--- src/rtl/core/alt_pkg.sv ---
// Package: sizes, codes and shared types of the adjacency list table.
`timescale 1ns / 1ps
package alt_pkg;

    // Table geometry
    localparam int MAX_ROWS   = 64;
    localparam int MAX_DEGREE = 16;
    localparam int MAX_COLS   = 1024;

    // Field widths
    localparam int ROW_W    = $clog2(MAX_ROWS);
    localparam int COL_W    = $clog2(MAX_COLS);
    localparam int LEN_W    = $clog2(MAX_DEGREE + 1);
    localparam int SLOT_W   = $clog2(MAX_DEGREE);
    localparam int ADDR_W   = $clog2(MAX_ROWS * MAX_DEGREE);
    localparam int SWEEP_W  = $clog2(MAX_ROWS + 1);
    localparam int ROWCNT_W = 7;
    localparam int COLCNT_W = 11;
    localparam int EDGE_W   = 11;
    localparam int REQ_W    = 3;
    localparam int STAT_W   = 2;

    // Configuration port
    localparam int CFG_IDX_W  = 1;
    localparam int CFG_DATA_W = COLCNT_W;
    localparam logic [CFG_IDX_W-1:0] CFG_ROW_COUNT = 1'd0;
    localparam logic [CFG_IDX_W-1:0] CFG_COL_COUNT = 1'd1;
    localparam logic [ROWCNT_W-1:0]  ROW_COUNT_RST = ROWCNT_W'(64);
    localparam logic [COLCNT_W-1:0]  COL_COUNT_RST = COLCNT_W'(1024);

    typedef enum logic [REQ_W-1:0] {
        REQ_ADD    = 3'd0,
        REQ_DEL    = 3'd1,
        REQ_CONN   = 3'd2,
        REQ_DEGREE = 3'd3,
        REQ_MAXDEG = 3'd4,
        REQ_LIST   = 3'd5
    } t_req_type;

    typedef enum logic [STAT_W-1:0] {
        ST_DONE      = 2'd0,
        ST_NO_CHANGE = 2'd1,
        ST_FULL      = 2'd2,
        ST_RANGE     = 2'd3
    } t_status;

    typedef enum logic [2:0] {
        S_IDLE,
        S_LEN,
        S_SCAN,
        S_DECIDE,
        S_LDATA,
        S_MAXD,
        S_EMIT
    } t_state;

    // Effective configuration
    typedef struct packed {
        logic [ROWCNT_W-1:0] rows;
        logic [COLCNT_W-1:0] cols;
    } t_cfg;

    // Result word
    typedef struct packed {
        logic [STAT_W-1:0] status;
        logic              found;
        logic [COL_W-1:0]  neighbor;
        logic [LEN_W-1:0]  degree;
        logic [LEN_W-1:0]  max_degree;
        logic [EDGE_W-1:0] edge_count;
        logic              last;
    } t_rsp;

    // Row length memory ports
    typedef struct packed {
        logic             en;
        logic [ROW_W-1:0] addr;
        logic [LEN_W-1:0] data;
    } t_len_wr;

    typedef struct packed {
        logic             en;
        logic [ROW_W-1:0] addr;
    } t_len_rd;

    // Neighbor memory ports
    typedef struct packed {
        logic              en;
        logic [ADDR_W-1:0] addr;
        logic [COL_W-1:0]  data;
    } t_nbr_wr;

    typedef struct packed {
        logic              en;
        logic [ADDR_W-1:0] addr;
    } t_nbr_rd;

    // Flat neighbor address of one slot of one row
    function automatic logic [ADDR_W-1:0] nbr_addr(input logic [ROW_W-1:0] row,
                                                   input logic [SLOT_W-1:0] slot);
        nbr_addr = ADDR_W'(row) * ADDR_W'(MAX_DEGREE) + ADDR_W'(slot);
    endfunction

endpackage

--- src/rtl/core/alt_len_mem.sv ---
// Row length memory: one length per row, reads as zero until first written.
`timescale 1ns / 1ps
module alt_len_mem (
    input  logic                       i_clk,
    input  logic                       i_rst_n,
    input  alt_pkg::t_len_wr           i_wr,
    input  alt_pkg::t_len_rd           i_rd,
    output logic [alt_pkg::LEN_W-1:0]  o_rdata
);

    logic [alt_pkg::LEN_W-1:0]    r_mem [alt_pkg::MAX_ROWS];
    logic [alt_pkg::MAX_ROWS-1:0] r_vld;
    logic [alt_pkg::LEN_W-1:0]    r_rdata;
    logic                         r_rd_vld;

    // Written-row flags, cleared at reset
    always_ff @(posedge i_clk) begin
        if (!i_rst_n) begin
            r_vld <= '0;
        end else if (i_wr.en) begin
            r_vld[i_wr.addr] <= 1'b1;
        end
    end

    // Storage and registered read
    always_ff @(posedge i_clk) begin
        if (i_wr.en) begin
            r_mem[i_wr.addr] <= i_wr.data;
        end
        if (i_rd.en) begin
            r_rdata  <= r_mem[i_rd.addr];
            r_rd_vld <= r_vld[i_rd.addr];
        end
    end

    assign o_rdata = r_rd_vld ? r_rdata : '0;

endmodule

--- config.mk ---
export PLATFORM = sky130hd
export DESIGN_NAME = alt_len_mem
export DESIGN_NICKNAME = d
export VERILOG_FILES = /design/src/rtl/core/alt_pkg.sv /design/src/rtl/core/alt_len_mem.sv
export SDC_FILE = /design/constraint.sdc
export NUM_CORES = 1
export LEC_CHECK = 0
export BUFFER_PORTS_ARGS = -buffer_cell sky130_fd_sc_hd__buf_2
export CAP_MARGIN = 20
export CORE_MARGIN = 5
export CORE_UTILIZATION = 55
export CTS_CLUSTER_DIAMETER = 150
export CTS_CLUSTER_SIZE = 8
export DETAILED_ROUTE_END_ITERATION = 8
export PLACE_DENSITY_LB_ADDON = 0.3
export SETUP_SLACK_MARGIN = 0.4
export SLEW_MARGIN = 10
export SYNTH_ARGS = -nofsm -noshare
export SYNTH_HDL_FRONTEND = slang
export SYNTH_SLANG_ARGS = --single-unit
--- constraint.sdc ---
create_clock -name i_clk -period 3.2 [get_ports i_clk]
set_input_delay 0.32 -clock i_clk [delete_from_list [all_inputs] [get_ports i_clk]]
set_output_delay 0.32 -clock i_clk [all_outputs]
set_load 0.05 [all_outputs]
==> metrics, run 1 <==
cell accounting for the most synthesized area edfxtp_1; first-pass GRT wire length 50900 µm; synthesis-stage register bit count 390; TNS Setup 0 ns; filler-free cell count of the finished design roughly 1200; clk slew on worst S/H paths ~0.050 ns; number of vias in the routed layout 7744; Synthesized Nets about 820; fin crit period roughly 2.2 ns; nets between 800 and 900; Critical Path AT 2.49 ns; pre-CTS WS 0.413 ns; Remaining DRCs 0; most numerous cell on the critical path buf_12; aggregate routed wire length 32700 µm; Clock H-tree levels 2; required time at the endpoint of the critical path 3.50 ns; CTS tree yes; buffer levels on the longest clock path 3; total setup violations reported at the end of the flow 0; average footprint of a synthesized cell 19.0 µm²; overall power of the completed layout 0.0112 W; final max-slew violation count 0; peak supply drop 0.504 mV; max-capacitance violation count 0; Crit Path Category in2reg; fmax 0.457 GHz; latest clock arrival within the worst-skew pair 0.55 ns; number of buffers inserted by port buffering 25; part of the Yosys area used for sequential elements 73.3%; setup bufs post-CTS 0; post-CTS resize count 0; static leakage power ~5.5 nW; core footprint 27000 µm²; initial core utilization 55.9%; run status finished clean; count of flip-flops with a built-in enable after synthesis around 330; number of placed I/O pins 26; count of cell types in the netlist 34; number of failing hold endpoints at the final stage 0; max-slew headroom at the worst pin between 20% and 30%; post-detail-place hpwl between 20000 and 25000 µm; top fanout value on the critical path 35; top cells by area in the synthesized netlist edfxtp_1 (65%), mux4_2 (15%), dfxtp_1 (8.5%); combined area of all synthesized cells 15100 µm²; Post-DRT Antenna Nets 0; Root Buffer Master clkbuf_16; number of antenna violations at the first check in global routing 6; CP Cell Sequence buf_6, buf_12, buf_12, mux4_2, o221ai_1, a21oi_1, a22o_1; chip height approximately 180 µm; number of hold buffers added after CTS 0; number of core rows 60; final worst-path setup slack about 1 ns; ratio of total power to cell area around 650 nW/µm²; cell with the biggest individual delay on the critical path mux4_2; die area 30900 µm²; endpoint kind of the worst setup timing path flip-flop; starting DRC count in detailed routing 852; via density per instance ~6.3; number of buffers added by the clock tree synthesis step 54; GRT overflow 0; actual slew at the worst max-slew pin 1.09 ns; number of placed instances, taps included between 1000 and 1500; Async SR Flop Fraction 0%; clock tree skew after final layout roughly 0.013 ns; number of sinks on the clock net 390; average wire length per cell after detail routing about 27 µm; warning count from the yosys run 0; routability congestion estimate 0.841; Area growth, synth to finish 14.0%; Max stage delay on crit path 0.51 ns; maximum number of pins on one net before global-route repair 65; number of global-route vias before repair 8279; Final period util slightly below 70%; number of instances in the synthesized netlist 797; share of cells above drive strength 1 23.5%; die width roughly 180 µm; most frequently used flop master after synthesis edfxtp_1; Min-Delay Path Class in2reg; startpoint types input port; RSZ-0062 raised after global routing false; top cell type's share of synthesized area 64.8%; global-route usage over all layers between 20% and 30%; number of search-and-repair iterations in the first detailed-routing pass 5; fill cell total of the finished layout 1810
-- stage by stage --
step / hold WS (ns) / instance area [µm²] / utilization (%)
after floorplan: 0.419 / 15100 / -
after global placement: 0.442 / 15600 / 57.7
after detailed placement: 0.448 / 15600 / 57.7
after CTS: 0.109 / 17100 / 63.4
after global routing: 0.112 / 17200 / 63.7
final: 0.128 / 17200 / 63.7
-- sequential cells by signal, indices dropped and copies added, names as in the netlist --
name / flops
r_mem: 320
r_vld: 64
r_rd_vld: 1
r_rdata: 5
-- cells in the mapped netlist (7+ instances only) --
| master | count |
|---|---|
| nand3_1 | 18 |
| nand2_1 | 7 |
| o221ai_1 | 10 |
| mux2i_1 | 10 |
| nand2b_1 | 7 |
| nor2b_1 | 10 |
| o22ai_1 | 10 |
| nor2_1 | 64 |
| buf_2 | 10 |
| a21oi_1 | 8 |
| mux4_2 | 98 |
| clkbuf_1 | 32 |
| o21a_1 | 64 |
| edfxtp_1 | 326 |
| dfxtp_1 | 64 |
-- cell usage in the layout (no fill, tap or decap), types with 12 or more instances in the layout --
cell       instances
buf_4             12
clkbuf_16         55
buf_2             23
o21a_1            64
nand3_1           18
edfxtp_1         326
dfxtp_1           64
clkbuf_1          41
nor2_1            64
mux4_2            98
-- layer usage --
metal / vias to the layer above / track usage (%) / wire length, µm
met5: - / 0 / 42
met4: 8 / 5.91 / 734
met3: 59 / 5.81 / 2430
met2: 304 / 35.8 / 16400
met1: 4018 / 29.6 / 13100
li1: 3355 / - / -
-- worst max-delay path, delay by kind of cell --
family,cells,cell delay [ns]
muxes,1,0.51
buffers and inverters,3,0.92
AOI/OAI and AO/OA,3,0.68
-- logic make-up after synthesis --
logic type,after synthesis,share of synthesized area [%]
flops,390,73.3
simple gates,128,4.00
compound gates,116,5.57
mux,114,15.7
buf+inv,49,1.41
-- power breakdown --
part	internal, W	switching (W)	total, W
clock network	0.00320	0.00193	0.00514
logic	0.000202	0.000332	0.000534
registers	0.00555	0.0000127	0.00556
-- cell type report --
| class | instances | area [µm²] | share of cell area, % |
|---|---|---|---|
| diodes | 2 | 5.00 | 0.0291 |
| clock buffers | 97 | 1540 | 8.96 |
| clock inverters | 1 | 8.76 | 0.0508 |
| inverters | 2 | 7.51 | 0.0436 |
| multi-input cells | 358 | 3820 | 22.2 |
| flip-flops and latches | 390 | 11100 | 64.3 |
| well taps | 341 | 427 | 2.48 |
| repair buffers | 43 | 342 | 1.98 |
-- path summary, 6_finish.rpt --
path,start,end,slack [ns],cells after the start
worst max-delay path,i_rd[0],r_rdata[4],1.01,7
worst min-delay path,i_rd[6],r_rdata[0],0.13,1
worst max register to register,r_mem[27][2],r_rdata[2],1.11,4
worst min register to register,r_vld[26],r_vld[26],0.45,1
(Power assumes the default switching activity.)
==> inputs of run 2 (changes only) <==
- ABC_AREA: default -> 1
- clock period: 3.2 -> 1.93 ns (I/O delays scaled with it)
==> run 2 against run 1 <==
  * Count of clock-buffer cells in the layout fell by 1
  * Power rose by 69%
  * Setup slack got worse by 0.68 ns
  * Largest power group unchanged
  * Final area rose by 7.1%
  * Clock power rose by 67%
  * Synthesized cell count rose by 95%
  * Combinational power rose by 120%
  * Synthesized area rose by 5.9%
  * Sequential power rose by 66%
  * Critical path depth fell by 4
==> metrics, run 2 <==
run status finished clean; number of buffers added by the clock tree synthesis step 54 (unchanged); number of placed I/O pins 26 (unchanged); chip height 181 µm (+2.7%); number of sinks on the clock net 390 (unchanged); average footprint of a synthesized cell 10.3 µm² (-46%); internal portion of total power 0.0148 W (+65%); number of search-and-repair iterations in the first detailed-routing pass 5 (unchanged); routability congestion estimate 0.853 (+1.5%); RSZ-0062 raised after global routing true; commonest cells after routing, fill and taps aside nand2_1 (497), edfxtp_1 (326), nand3_1 (323), nor2_1 (195), dfxtp_1 (64); synthesis-stage register bit count 390 (unchanged); met2 wirelength from detailed routing 19100 µm (+16%); post-route met1 wirelength 15900 µm (+22%); compound-cell area share of the yosys netlist 0% (-5.6 points); registers with the most flip-flops r_mem x320, r_vld x64, r_rdata x5; multiplexer share of the synthesized area 0% (-16 points); global-route usage over all layers 24.2% (+2.4 points); via density per instance 5.64 (-10%); Remaining DRCs 0 (unchanged); Min-Delay Path Class in2reg; TNS Setup 0 ns (unchanged); core footprint 28700 µm² (+6.2%); clock tree skew after final layout 0.0145 ns (+0.00143 ns); warning count from the yosys run 0 (unchanged); post-detail-place hpwl 23300 µm (+14%); clk slew on worst S/H paths 0.05 ns (about the same); startpoint types flip-flop; Area growth, synth to finish 15.4%; top cell type's share of synthesized area 61.2% (-3.6 points); starting DRC count in detailed routing 1337 (+57%); count of cell types in the netlist 13 (-62%); Antenna Cells 0 (-2); Clock power frac 45.1% (-0.6 points); largest family of logic cells by synthesized area simple AND/OR/NAND/NOR gates; max-capacitance violation count 0 (unchanged); ratio of total power to cell area 1030 nW/µm² (+58%); number of failing hold endpoints at the final stage 0 (unchanged); number of antenna violations at the first check in global routing 0 (-6); area share of and/or/nand/nor cells after synthesis 26.9% (+23 points); most common cell after layout, fill and taps aside nand2_1; top routing layer in use met4; number of core rows 62 (+3.3%); fmax 0.626 GHz; pre-CTS WS 0.0192 ns (-0.394 ns); aggregate routed wire length 39900 µm (+22%); part of the Yosys area used for sequential elements 69.2% (-4.1 points); maximum number of pins on one net before global-route repair 73 (+12%); Post-DRT Antenna Nets 0 (unchanged); Crit Path Category reg2out; number of vias in the routed layout 11600 (+49%); cell accounting for the most synthesized area edfxtp_1; share of cells above drive strength 1 9.73% (-14 points); endpoint kind of the worst setup timing path output port; worst reg-to-reg path cell count 8 (+4); buffer levels on the longest clock path 3 (unchanged); fin crit period about 1.6 ns; count of flip-flops with a built-in enable after synthesis 326 (unchanged); CTS tree yes; Critical Path AT 1.40 ns (-1.09 ns); switching pwr 0.00423 W (+86%); Most flops, register r_mem; number of instances in the synthesized netlist 1557 (+95%); hold path depth 4 (+3); nets 1642 (+89%); combinational share of power 6.3% (+1.5 points); top cells by area in the synthesized netlist edfxtp_1 (61%), nand2_1 (12%), nand3_1 (10%); leading cell types by count after synthesis nand2_1 (500), edfxtp_1 (326), nand3_1 (324), nor2_1 (195), dfxtp_1 (64); static leakage power 6.96 nW (+26%); setup bufs post-CTS 0 (unchanged); routed length on met3 3720 µm (+53%); fill cell total of the finished layout 2212 (+22%); library cell with the highest instance count after synthesis nand2_1; number of global-route vias before repair 11300 (+36%); first-pass GRT wire length 62600 µm (+23%); latest clock arrival within the worst-skew pair 0.56 ns (about the same); share of power burned in registers 48.6% (-0.9 points); total setup violations reported at the end of the flow 0 (unchanged); Adder-Cell Fraction of Synth Area 0% (unchanged); Synthesized Nets 1578 (+93%); final worst-path setup slack 0.333 ns (-0.678 ns); initial core utilization 55.7% (-0.17 points); GRT overflow 0 (unchanged); die area 32600 µm² (+5.5%); number of buffers inserted by port buffering 25 (unchanged); max FFs per register 320 (unchanged); die width 181 µm (+2.7%); final max-slew violation count 0 (unchanged); most frequently used flop master after synthesis edfxtp_1; peak supply drop 0.868 mV (+72%); Clock H-tree levels 2 (unchanged); Root Buffer Master clkbuf_16; share of total power consumed by net switching 22.3% (+2.0 points); synthesized-area fraction occupied by xor and xnor cells 0% (unchanged); Async SR Flop Fraction 0% (unchanged); actual slew at the worst max-slew pin 0.843 ns (-0.244 ns); Final period util 82.7%; average wire length per cell after detail routing 19.5 µm (-27%); max-slew headroom at the worst pin 43.7% (+16 points); combined area of all synthesized cells 16000 µm² (+5.9%); top fanout value on the critical path 5 (-86%); required time at the endpoint of the critical path 1.74 ns (-1.76 ns)
==> run 2: what timing repair did <==
action                                  CTS  global route
hold buffers                              1             0
endpoints found under the setup margin    5             6
hold endpoints to repair                  6             0
gates resized for setup                  20             1
pin swaps                                 3             4
==> run 2: logic make-up (layout without fill, tap and decap cells) <==
family | Yosys count | count (layout)
flip-flops | 390 | 390
buffers and inverters | 134 | 242
AND/OR/NAND/NOR | 1033 | 1033
==> run 2: stage by stage <==
stage               util [%]  power (W)  hold WS [ns]  std cells  instance area [µm²]
floorplan                  -     0.0101         0.292       1557                16000
global placement        58.7     0.0105         0.449       1948                16800
detailed placement      58.7     0.0105         0.457       1948                16800
CTS                     64.3     0.0190         0.121       2049                18400
global route            64.3     0.0196         0.144       2049                18500
finish                  64.3     0.0190         0.137       2049                18500
==> run 2: power groups by stage <==
stage                     registers [W]  clock network, W  logic, W
after floorplan                 0.00938                 0  0.000675
after global placement          0.00938                 0   0.00114
final                           0.00922           0.00856   0.00119
after detailed placement        0.00938                 0   0.00115
after CTS                       0.00922           0.00864   0.00118
after global routing            0.00922           0.00909   0.00129
==> run 2: path summary, 6_finish.rpt <==
path / startpoint / to / slack (ns)
worst max-delay path: r_rd_vld / o_rdata[1] / 0.33
worst min-delay path: i_rst_n / r_vld[53] / 0.14
worst max register to register: r_mem[51][4] / r_rdata[4] / 0.40
worst min register to register: r_vld[0] / r_vld[0] / 0.47
==> run 2: worst max-delay path, stage by stage (launching register included) <==
cell	delay (ns)
edfxtp_1	0.48
nand2_2	0.18
inv_2	0.05
buf_6	0.15
==> run 2: layer usage <==
layer | track usage (%) | vias to the layer above
met2 | 39.6 | 582
met4 | 8.08 | 0
met1 | 32.8 | 5497
li1 | - | 5393
met3 | 5.07 | 84
met5 | 0 | -
==> run 2: cell type report <==
type                            instances  area, µm²  area share (%)
Sequential cell                       390      11100            60.0
Multi-Input combinational cell       1033       4310            23.4
Clock buffer                           96       1510            8.18
Timing Repair Buffer                   94        856            4.64
Tap cell                              384        480            2.60
Inverter                               48        185            1.00
Clock inverter                          4       37.5           0.203
==> inputs of run 3 (changes only) <==
- clock period: 1.93 -> 1.4 ns (I/O delays scaled with it)
==> run 3 against run 2 <==
  * The flow now finishes with violations (setup timing)
  * Die area is the same
  * Register-to-register slack lost 0.31 ns
  * Sequential power increased by 38%
  * Combinational power up 74%
  * Sequential share of layout area shrank 4.6 points
  * Hold slack lost 0.076 ns
  * Final area up 8.3%
  * Largest power group unchanged
  * Setup slack got worse by 0.53 ns
  * Critical path depth unchanged
  * Final cell count decreased by 0.39%
  * Non-clock buffer count decreased by 9
  * Clock power up 41%
==> metrics, run 3 (synthesis results as in run 2) <==
run status complete, but fails checks; violations in the final reports setup timing; number of failing hold endpoints at the final stage 0 (unchanged); Clock H-tree levels 2 (unchanged); die width 181 µm (unchanged); commonest cells after routing, fill and taps aside nand2_1 (448), edfxtp_1 (326), nand3_1 (199), nor2_1 (128), nand3_2 (122); total setup violations reported at the end of the flow 5 (+5); required time at the endpoint of the critical path 1.26 ns (-0.48 ns); clk slew on worst S/H paths 0.05 ns (about the same); Clock power frac 44.9% (-0.2 points); internal portion of total power 0.0207 W (+40%); number of search-and-repair iterations in the first detailed-routing pass 6 (+1); clock tree skew after final layout 0.0273 ns (+0.0129 ns); RSZ-0062 raised after global routing true; setup bufs post-CTS 0 (unchanged); die area 32600 µm² (unchanged); GRT overflow 0 (unchanged); Min-Delay Path Class in2reg; number of antenna violations at the first check in global routing 1 (+1); global-route usage over all layers 24.2% (about the same); latest clock arrival within the worst-skew pair 0.57 ns (about the same); initial core utilization 55.7% (unchanged); number of placed instances, taps included 1938 (-0.51%); ratio of total power to cell area 1340 nW/µm² (+31%); chip height 181 µm (unchanged); number of vias in the routed layout 11700 (+1.6%); post-detail-place hpwl 23500 µm (+0.53%); Post-DRT Antenna Nets 0 (unchanged); final cell area excluding filler cells 20000 µm² (+8.3%); met2 wirelength from detailed routing 19800 µm (+3.8%); filler-free cell count of the finished design 2041 (-0.39%); max-slew headroom at the worst pin 70.5% (+27 points); maximum number of pins on one net before global-route repair 65 (-11%); via density per instance 5.75 (+2.0%); number of core rows 62 (unchanged); startpoint types flip-flop; Remaining DRCs 0 (unchanged); Critical Path AT 1.45 ns (+0.05 ns); core footprint 28700 µm² (unchanged); TNS Setup -0.873 ns (-0.873 ns); most common cell after layout, fill and taps aside nand2_1; top fanout value on the critical path 5 (unchanged); Cell Area, Placed 17600 µm² (+4.4%); registers with the most flip-flops r_mem x320, r_vld x64, r_rdata x5; Root Buffer Master clkbuf_16; aggregate routed wire length 40900 µm (+2.6%); routed length on met3 3510 µm (-5.8%); number of sinks on the clock net 390 (unchanged); number of buffers inserted by port buffering 25 (unchanged); average wire length per cell after detail routing 20.1 µm (+3.0%); nets 1633 (-0.55%); overall power of the completed layout 0.0269 W (+41%); number of buffers added by the clock tree synthesis step 54 (unchanged); Most flops, register r_mem; combinational share of power 7.7% (+1.4 points); share of power burned in registers 47.4% (-1.2 points); top routing layer in use met4; buffer levels on the longest clock path 3 (unchanged); fmax approximately 0.63 GHz; starting DRC count in detailed routing 1421 (+6.3%); CTS tree yes; final worst-path setup slack -0.193 ns (-0.527 ns); number of global-route vias before repair 11400 (+0.61%); Min Hold Slack 0.0613 ns (-0.0759 ns); final max-slew violation count 0 (unchanged); Area growth, synth to finish 25.0%; number of placed I/O pins 26 (unchanged); share of total power consumed by net switching 23.0% (+0.68 points); fin crit period 1.59 ns; static leakage power 7.26 nW (+4.4%); share of cells above drive strength 1 26.8% (+17 points); endpoint kind of the worst setup timing path output port; actual slew at the worst max-slew pin 0.442 ns (-0.401 ns); switching pwr 0.00617 W (+46%); post-route met1 wirelength 16400 µm (+2.8%); Final period util 114%; peak supply drop 0.825 mV (-5.0%); max-capacitance violation count 0 (unchanged); routability congestion estimate 0.838 (-1.8%); first-pass GRT wire length 62400 µm (-0.20%); Crit Path Category reg2out; max FFs per register 320 (unchanged)
==> run 3: cell types whose count changed in the layout (fill, tap and decap cells not counted), sizes merged <==
cell,delta
buf,-11
bufinv,+1
clkbuf,+3
clkinv,-2
diode,+1
dlygate4sd3,+1
inv,-1
==> run 3: layout make-up <==
class,instances,area (µm²)
Clock inverter,2,28.8
Multi-Input combinational cell,1033,5660
Clock buffer,98,1550
Timing Repair Buffer,85,915
Inverter,48,273
Tap cell,384,480
Antenna cell,1,2.50
Fill cell,1960,8710
Sequential cell,390,11100
==> run 3: metrics by stage <==
stage	worst slack, ns	utilization [%]
final	-0.193	69.6
after floorplan	0.190	-
after CTS	-0.175	68.2
after detailed placement	-0.199	61.3
after global placement	-0.206	61.3
after global routing	-0.199	69.6
==> run 3: repair_timing <==
item / 4_1_cts / 5_1_grt
resized for setup: 97 / 100
hold endpoints to repair: 8 / 0
setup endpoints to repair: 11 / 72
pin swaps: 57 / 74
gates cloned: 0 / 0
hold buffers: 2 / 0
==> run 3: worst paths after layout <==
kind           startpoint    endpoint  slack (ns)  cells past startpoint
max              r_rd_vld  o_rdata[2]       -0.19                      3
min               i_rst_n   r_vld[24]        0.06                      4
max reg2reg  r_mem[34][3]  r_rdata[3]        0.09                      8
min reg2reg     r_vld[19]   r_vld[19]        0.47                      2
==> run 3: worst max-delay path, cell delays in order, from the launching register on <==
cell      delay [ns]
edfxtp_1        0.52
nand2_2         0.14
inv_2           0.08
buf_8           0.14
==> run 3: power by group through the flow <==
stage	combinational (W)	sequential (W)	clock (W)
2_1_floorplan	0.00107	0.0129	0
3_3_place_gp	0.00177	0.0129	0
3_5_place_dp	0.00180	0.0129	0
4_1_cts	0.00193	0.0127	0.0121
5_1_grt	0.00221	0.0127	0.0127
6_report	0.00207	0.0127	0.0121
==> run 3: per-layer routing <==
| metal | GRT usage [%] | up-vias |
|---|---|---|
| met3 | 4.54 | 101 |
| met5 | 0 | - |
| li1 | - | 5384 |
| met1 | 33.0 | 5660 |
| met4 | 8.50 | 0 |
| met2 | 39.6 | 597 |
